`config.mk`:
```
export PLATFORM = sky130hd
export DESIGN_NAME = adpcm_4bit_encoder_unit
export DESIGN_NICKNAME = d
export VERILOG_FILES = /design/src/adpcm4_pkg.sv /design/src/adpcm4_queue.sv /design/src/adpcm4_core.sv /design/src/adpcm_4bit_encoder_unit.sv
export SDC_FILE = /design/constraint.sdc
export NUM_CORES = 1
export LEC_CHECK = 0
export BUFFER_PORTS_ARGS = -buffer_cell sky130_fd_sc_hd__buf_4
export CORE_MARGIN = 3
export CORE_UTILIZATION = 55
export CTS_CLUSTER_DIAMETER = 150
export DETAILED_ROUTE_END_ITERATION = 8
export PLACE_DENSITY = 0.72
export SLEW_MARGIN = 10
export SYNTH_ARGS = -nofsm -noshare
export SYNTH_HDL_FRONTEND = slang
export SYNTH_HIERARCHICAL = 1
export SYNTH_SLANG_ARGS = --single-unit
```
`constraint.sdc`:
```
create_clock -name clk -period 24.9 [get_ports clk]
set_input_delay 3.735 -clock clk [delete_from_list [all_inputs] [get_ports clk]]
set_output_delay 3.735 -clock clk [all_outputs]
set_load 0.005 [all_outputs]
```
`src/adpcm4_pkg.sv`:
```
// shared types, constants and lookup tables for the 4-bit adpcm encoder
package adpcm4_pkg;

	localparam int SAMPLE_W = 8;
	localparam int CODE_W = 4;
	localparam int MAG_W = 3;
	localparam int STEP_W = 2;
	localparam int RES_W = 4;
	localparam int QUEUE_DEPTH = 2;

	localparam logic [SAMPLE_W-1:0] PRED_RESET = 8'd128;
	localparam logic [STEP_W-1:0] STEP_MAX = 2'd3;
	localparam logic [MAG_W-1:0] MAG_MAX = 3'd7;

	// one queue slot as seen by the back end
	typedef struct packed {
		logic valid;
		logic [SAMPLE_W-1:0] sample;
	} sample_chan_t;

	// predictor delta, indexed by {step, sign, magnitude}
	localparam logic signed [7:0] SCALE_TAB [64] = '{
		8'sd0, 8'sd1, 8'sd2, 8'sd3, 8'sd4, 8'sd5, 8'sd6, 8'sd7,
		8'sd0, -8'sd1, -8'sd2, -8'sd3, -8'sd4, -8'sd5, -8'sd6, -8'sd7,
		8'sd1, 8'sd3, 8'sd5, 8'sd7, 8'sd9, 8'sd11, 8'sd13, 8'sd15,
		-8'sd1, -8'sd3, -8'sd5, -8'sd7, -8'sd9, -8'sd11, -8'sd13, -8'sd15,
		8'sd2, 8'sd6, 8'sd10, 8'sd14, 8'sd18, 8'sd22, 8'sd26, 8'sd30,
		-8'sd2, -8'sd6, -8'sd10, -8'sd14, -8'sd18, -8'sd22, -8'sd26, -8'sd30,
		8'sd4, 8'sd12, 8'sd20, 8'sd28, 8'sd36, 8'sd44, 8'sd52, 8'sd60,
		-8'sd4, -8'sd12, -8'sd20, -8'sd28, -8'sd36, -8'sd44, -8'sd52, -8'sd60
	};

	// step index delta, indexed by {step, magnitude}
	localparam logic signed [1:0] ADJUST_TAB [32] = '{
		2'sd0, 2'sd0, 2'sd0, 2'sd0, 2'sd0, 2'sd1, 2'sd1, 2'sd1,
		-2'sd1, 2'sd0, 2'sd0, 2'sd0, 2'sd0, 2'sd1, 2'sd1, 2'sd1,
		-2'sd1, 2'sd0, 2'sd0, 2'sd0, 2'sd0, 2'sd1, 2'sd1, 2'sd1,
		-2'sd1, 2'sd0, 2'sd0, 2'sd0, 2'sd0, 2'sd0, 2'sd0, 2'sd0
	};

endpackage

```
`src/adpcm4_queue.sv`:
```
// front end: accepts samples into a short fifo ahead of the encoder core
module adpcm4_queue (
	input  logic clk,
	input  logic arst_n,
	input  logic sample_valid,
	output logic sample_stall,
	input  logic [adpcm4_pkg::SAMPLE_W-1:0] sample,
	output adpcm4_pkg::sample_chan_t head,
	input  logic pop
);

	localparam int PtrW = (adpcm4_pkg::QUEUE_DEPTH > 1) ? $clog2(adpcm4_pkg::QUEUE_DEPTH) : 1;
	localparam int CntW = $clog2(adpcm4_pkg::QUEUE_DEPTH + 1);
	localparam logic [CntW-1:0] Full = CntW'(adpcm4_pkg::QUEUE_DEPTH);
	localparam logic [PtrW-1:0] LastPtr = PtrW'(adpcm4_pkg::QUEUE_DEPTH - 1);

	logic [adpcm4_pkg::SAMPLE_W-1:0] slot_q [adpcm4_pkg::QUEUE_DEPTH];
	logic [PtrW-1:0] wr_ptr_q;
	logic [PtrW-1:0] rd_ptr_q;
	logic [CntW-1:0] count_q;
	logic push;
	logic do_pop;

	assign sample_stall = (count_q == Full);
	assign push = sample_valid && !sample_stall;
	assign do_pop = pop && head.valid;
	assign head.valid = (count_q != '0);
	assign head.sample = slot_q[rd_ptr_q];

	always_ff @(posedge clk) begin
		if (push) begin
			slot_q[wr_ptr_q] <= sample;
		end
	end

	always_ff @(posedge clk or negedge arst_n) begin
		if (!arst_n) begin
			wr_ptr_q <= '0;
			rd_ptr_q <= '0;
			count_q <= '0;
		end else begin
			if (push) begin
				wr_ptr_q <= (wr_ptr_q == LastPtr) ? '0 : wr_ptr_q + 1'b1;
			end
			if (do_pop) begin
				rd_ptr_q <= (rd_ptr_q == LastPtr) ? '0 : rd_ptr_q + 1'b1;
			end
			unique case ({push, do_pop})
				2'b10: count_q <= count_q + 1'b1;
				2'b01: count_q <= count_q - 1'b1;
				default: count_q <= count_q;
			endcase
		end
	end

	a_count_bound: assert property (@(posedge clk) disable iff (!arst_n)
		count_q <= Full)
		else $error("queue fill above depth");

	a_push_grows: assert property (@(posedge clk) disable iff (!arst_n)
		(push && !do_pop) |=> count_q == $past(count_q) + 1'b1)
		else $error("push without pop did not grow the fill");

	a_pop_shrinks: assert property (@(posedge clk) disable iff (!arst_n)
		(do_pop && !push) |=> count_q == $past(count_q) - 1'b1)
		else $error("pop without push did not shrink the fill");

endmodule

```
`src/adpcm4_core.sv`:
```
// back end: predictor, step and residue update with the registered code output
module adpcm4_core (
	input  logic clk,
	input  logic arst_n,
	input  adpcm4_pkg::sample_chan_t head,
	output logic pop,
	output logic code_valid,
	input  logic code_stall,
	output logic [adpcm4_pkg::CODE_W-1:0] code
);

	logic [adpcm4_pkg::SAMPLE_W-1:0] pred_q;
	logic [adpcm4_pkg::STEP_W-1:0] step_q;
	logic [adpcm4_pkg::RES_W-1:0] res_q;
	logic [adpcm4_pkg::CODE_W-1:0] code_q;
	logic valid_q;

	logic take;
	logic [7:0] diff8;
	logic signed [9:0] dsum;
	logic [2:0] shamt;
	logic signed [9:0] shifted;
	logic signed [9:0] absval;
	logic neg;
	logic [adpcm4_pkg::MAG_W-1:0] mag;
	logic [adpcm4_pkg::RES_W-1:0] res_next;
	logic signed [7:0] scale;
	logic signed [1:0] adj;
	logic signed [9:0] pred_sum;
	logic signed [3:0] step_sum;
	logic [adpcm4_pkg::SAMPLE_W-1:0] pred_next;
	logic [adpcm4_pkg::STEP_W-1:0] step_next;

	// output register frees up when empty or being drained
	assign take = head.valid && (!valid_q || !code_stall);
	assign pop = take;
	assign code_valid = valid_q;
	assign code = code_q;

	always_comb begin
		diff8 = head.sample - pred_q;
		dsum = $signed({diff8[7], diff8, 1'b0});
		if (step_q != adpcm4_pkg::STEP_MAX) begin
			dsum = dsum + $signed({6'b0, res_q});
		end
		shamt = {1'b0, step_q} + 3'd1;
		res_next = dsum[3:0] & ~(4'hF << shamt);
		shifted = dsum >>> shamt;
		neg = shifted[9];
		absval = neg ? -shifted : shifted;
		mag = (absval > 10'sd7) ? adpcm4_pkg::MAG_MAX : absval[2:0];
		scale = adpcm4_pkg::SCALE_TAB[{step_q, neg, mag}];
		adj = adpcm4_pkg::ADJUST_TAB[{step_q, mag}];
		pred_sum = $signed({2'b0, pred_q}) + 10'(scale);
		priority if (pred_sum < 10'sd0) begin
			pred_next = '0;
		end else if (pred_sum > 10'sd255) begin
			pred_next = 8'hFF;
		end else begin
			pred_next = pred_sum[7:0];
		end
		step_sum = $signed({2'b0, step_q}) + 4'(adj);
		priority if (step_sum < 4'sd0) begin
			step_next = '0;
		end else if (step_sum > 4'sd3) begin
			step_next = adpcm4_pkg::STEP_MAX;
		end else begin
			step_next = step_sum[1:0];
		end
	end

	always_ff @(posedge clk) begin
		if (take) begin
			code_q <= {neg, mag};
		end
	end

	always_ff @(posedge clk or negedge arst_n) begin
		if (!arst_n) begin
			pred_q <= adpcm4_pkg::PRED_RESET;
			step_q <= '0;
			res_q <= '0;
			valid_q <= 1'b0;
		end else begin
			if (take) begin
				pred_q <= pred_next;
				step_q <= step_next;
				res_q <= res_next;
			end
			if (take) begin
				valid_q <= 1'b1;
			end else if (!code_stall) begin
				valid_q <= 1'b0;
			end
		end
	end

	a_state_holds: assert property (@(posedge clk) disable iff (!arst_n)
		!take |=> ($stable(pred_q) && $stable(step_q) && $stable(res_q)))
		else $error("encoder state moved without an item");

	a_zero_mag_pred: assert property (@(posedge clk) disable iff (!arst_n)
		(take && mag == '0 && step_q == '0) |=> $stable(pred_q))
		else $error("zero magnitude at step zero moved the predictor");

	a_take_fills: assert property (@(posedge clk) disable iff (!arst_n)
		take |=> (code_valid && code == $past({neg, mag})))
		else $error("taken item not presented at the output");

endmodule

```
`src/adpcm_4bit_encoder_unit.sv`:
```
// top level of the 4-bit adpcm encoder: input fifo and encoder core
//
//  channel | dir | handshake                   | payload
//  sample  | in  | sample_valid / sample_stall | sample[7:0], unsigned pcm
//  code    | out | code_valid / code_stall     | code[3:0], bit 3 sign, 2..0 magnitude
//
// one item per cycle sustained while code_stall is low; a sample passes the fifo slot, then the output register
// the rate is set by the predictor/step/residue feedback loop, which updates on every taken item
// reset: predictor 128, step index 0, residue 0, fifo and output register empty
// a stalled output holds its code; the two-entry fifo keeps taking samples until full
// sample_stall rises only when the fifo is full
module adpcm_4bit_encoder_unit (
	input  logic clk,
	input  logic arst_n,
	input  logic sample_valid,
	output logic sample_stall,
	input  logic [adpcm4_pkg::SAMPLE_W-1:0] sample,
	output logic code_valid,
	input  logic code_stall,
	output logic [adpcm4_pkg::CODE_W-1:0] code
);

	// head of the fifo as seen by the core
	adpcm4_pkg::sample_chan_t head;
	// core takes the head item this cycle
	logic pop;

	// front: sample fifo decouples input acceptance from encoding
	adpcm4_queue u_queue (
		.clk(clk),
		.arst_n(arst_n),
		.sample_valid(sample_valid),
		.sample_stall(sample_stall),
		.sample(sample),
		.head(head),
		.pop(pop)
	);

	// back: encoder state update and registered code output
	adpcm4_core u_core (
		.clk(clk),
		.arst_n(arst_n),
		.head(head),
		.pop(pop),
		.code_valid(code_valid),
		.code_stall(code_stall),
		.code(code)
	);

endmodule

```
==> flow_metrics.py <==
metrics = {
    "routing": {
        "drt_iter0_drc": 273,
        "drt_first_pass_iters": 5,
        "vias_per_cell": 6.17,
        "ant_nets": 0,
        "dr_total_vias": 3456,
        "drt-wirelength-per-cell_um": 16.0,
        "wl_mm": 8.95,
        "drcViolationCount": 0,
    },
    "clock_tree": {
        "path_clk_slew_ns": 0.09,
        "cts_tree": "done",
        "root_buffer": "clkbuf_8",
        "cts_max_level": 2,
        "cts_sinks": 39,
        "worstSkewPairLatency_ns": 0.30,
        "cts_buffers": 5,
        "hold_buffers": 0,
        "ctsResizeCount": 0,
        "cts_setup_buffers": 0,
        "cts_max_path_buffers": 2,
    },
    "global_routing": {
        "grt_use_total": 0.222,
        "grt_pass1_wl_mm": 15.3,
        "gr-total-overflow": 0,
        "grt_max_degree": 38,
        "grt_pass1_vias": 3292,
        "antenna_found_initial": 0,
    },
    "critical_path": {
        "critPathRequiredTime_ns": 25.06,
        "path_max_fanout": 19,
        "crit_slowest_cell": "nor4_4",
        "worstPathArrival_ns": 8.92,
        "crit_type": "flip-flop to flip-flop",
        "cp-end-kind": "flip-flop",
        "startpoint_type": "flip-flop",
        "cpPeakStageDelay_ns": 0.89,
    },
    "job": {
        "drv_cap": 0,
    },
    "run_status": {
        "status": "completed",
    },
    "final_layout": {
        "syn_to_final_growth_pct": 7.38,
        "postLayoutCoreUtil": 0.617,
        "antenna_cells": 0,
        "drive_above_1_share": 0.140,
        "nets": 506,
    },
    "logic_synthesis": {
        "syn_area_um2": 3950,
        "synth_area_leaders": "edfxtp_1 15%, dfrtp_1 11%, ha_1 8.6%",
        "ys_ff_latch": 39,
        "synth_edf_count": 20,
        "syn-num-nets": 500,
        "avgSynthCellArea_um2": 8.64,
        "synth_top_area_cell": "edfxtp_1",
        "yosysWarnings": 6,
        "syn_inst": 457,
        "async_reset_ff_frac": 0.487,
        "ys_seq_area_frac": 0.273,
        "synth_cell_types": 87,
        "synth_ff_type": "edfxtp_1",
        "synth_top_cell_area_share": 0.152,
    },
    "timing": {
        "fin_crit_ns": 8.76,
        "finalHoldViolations": 0,
        "tns_ns": 0,
        "hold_slack_ns": 0.492,
        "rsz0062_at_grt": "no",
        "tightest_slew_ns": 0.982,
        "clock.fmax_ghz": 0.114,
        "drv_slew": 0,
        "maxSlewHeadroom": 0.340,
        "fin_skew_ns": 0.00647,
        "finalSetupViolCount": 0,
        "period_share": 0.352,
    },
    "die": {
        "io_pins": 18,
        "fp.dieArea_um2": 8230,
        "dieHeight_um": 90.7,
        "fp.coreArea_um2": 6870,
        "start_util": 0.575,
        "die_x_um": 90.7,
        "rows": 30,
    },
    "placement": {
        "gp_congestion": 0.915,
        "io_buffers": 17,
        "hpwlAfterDp_mm": 6.72,
    },
    "worst_hold_path": {
        "min_path_type": "flip-flop to flip-flop",
    },
}
worst max-delay path: cells and delay by family, from the launching register on:
family | cells | cell delay, ns
flops | 1 | 0.52
xor+xnor | 2 | 0.49
fa+ha+maj | 5 | 1.47
buf+inv | 1 | 0.04
compound gates | 15 | 3.06
mux | 2 | 0.67
simple gates | 6 | 2.37
kinds of logic after synthesis:
| group | count (synthesis) | synth area share |
|---|---|---|
| adders and majority gates | 31 | 0.106 |
| buffers and inverters | 47 | 0.0478 |
| DFF | 39 | 0.273 |
| AOI/OAI and AO/OA | 138 | 0.252 |
| muxes | 14 | 0.0405 |
| xor gates and xnor gates | 25 | 0.0668 |
| and+or+nand+nor | 163 | 0.214 |
flip-flops by register name, indices dropped and copies added, names as in the netlist:
signal             cells
u_queue/slot_q        16
u_core/pred_q          8
u_core/code            4
u_core/res_q           4
u_core/step_q          2
u_queue/count_q        2
u_core/code_valid      1
u_queue/rd_ptr_q       1
u_queue/wr_ptr_q       1
through the flow:
stage | setup WS (ns) | std cells | area, um^2
2_1_floorplan | 17.09 | 457 | 3950
3_3_place_gp | 16.49 | 552 | 4130
3_5_place_dp | 16.29 | 552 | 4130
4_1_cts | 16.26 | 560 | 4240
5_1_grt | 15.39 | 560 | 4240
6_report | 16.14 | 560 | 4240
Yosys cell counts, drive strengths merged, types with 5 or more instances:
cell type	count
nor2	41
nand2	36
a21oi	35
ha	27
o21ai	27
inv	23
edfxtp	20
dfrtp	18
nor3	17
xnor2	15
nand3	14
clkbuf	13
mux2	10
xor2	10
a211oi	9
and2	9
nor4	9
a22oi	8
a21o	7
buf	7
nand4	6
nor2b	6
o211ai	6
or2	6
nand2b	5
o31ai	5
cell usage in the layout, fill, tap and decap left out, types with 5 or more instances in the layout:
| master | netlist | routed |
|---|---|---|
| nor2_1 | 41 | 41 |
| nand2_1 | 36 | 36 |
| a21oi_1 | 35 | 35 |
| ha_1 | 27 | 27 |
| inv_1 | 23 | 23 |
| o21ai_0 | 20 | 20 |
| edfxtp_1 | 20 | 20 |
| buf_4 | 0 | 19 |
| dfrtp_1 | 18 | 18 |
| nor3_1 | 15 | 15 |
| nand3_1 | 13 | 13 |
| xnor2_1 | 11 | 11 |
| mux2_2 | 10 | 10 |
| and2_1 | 8 | 8 |
| xor2_1 | 8 | 8 |
| nor4_1 | 8 | 8 |
| a22oi_1 | 8 | 8 |
| a21o_1 | 7 | 7 |
| o21ai_1 | 6 | 6 |
| a211oi_1 | 6 | 6 |
| nand4_1 | 6 | 6 |
| clkbuf_8 | 0 | 5 |
| nand2b_1 | 5 | 5 |
| nor2b_1 | 5 | 5 |
| o211ai_1 | 5 | 5 |
path summary, 6_finish.rpt:
kind                                         start                 end  cells past startpoint  slack [ns]
worst max-delay path              u_queue/rd_ptr_q    u_core/pred_q[1]                     31       16.14
worst min-delay path            u_queue/count_q[1]  u_queue/count_q[1]                      1        0.49
worst max register to register    u_queue/rd_ptr_q    u_core/pred_q[1]                     31       16.14
worst min register to register  u_queue/count_q[1]  u_queue/count_q[1]                      1        0.49
max in group asynchronous                   arst_n    u_core/pred_q[7]                      1       21.33
min in group asynchronous                   arst_n    u_core/step_q[0]                      1        3.30
layer usage:
layer / wire length (um) / share of wire / track usage
met1: 4180 / 0.47 / 0.307
met5: 0 / 0 / 0
met4: 157 / 0.018 / 0.0714
met3: 354 / 0.040 / 0.0225
met2: 4260 / 0.48 / 0.366
area by class of cell:
cell class / instances / area, um^2
Timing Repair Buffer: 19 / 143
Multi-Input combinational cell: 371 / 2680
Clock inverter: 3 / 47.5
Clock buffer: 5 / 68.8
Fill cell: 619 / 2630
Tap cell: 96 / 120
Inverter: 27 / 101
Sequential cell: 39 / 1080
Power is left out: the tool's default activity adds up to more than one toggle a clock period on the data nets, which glitch-free logic cannot reach.
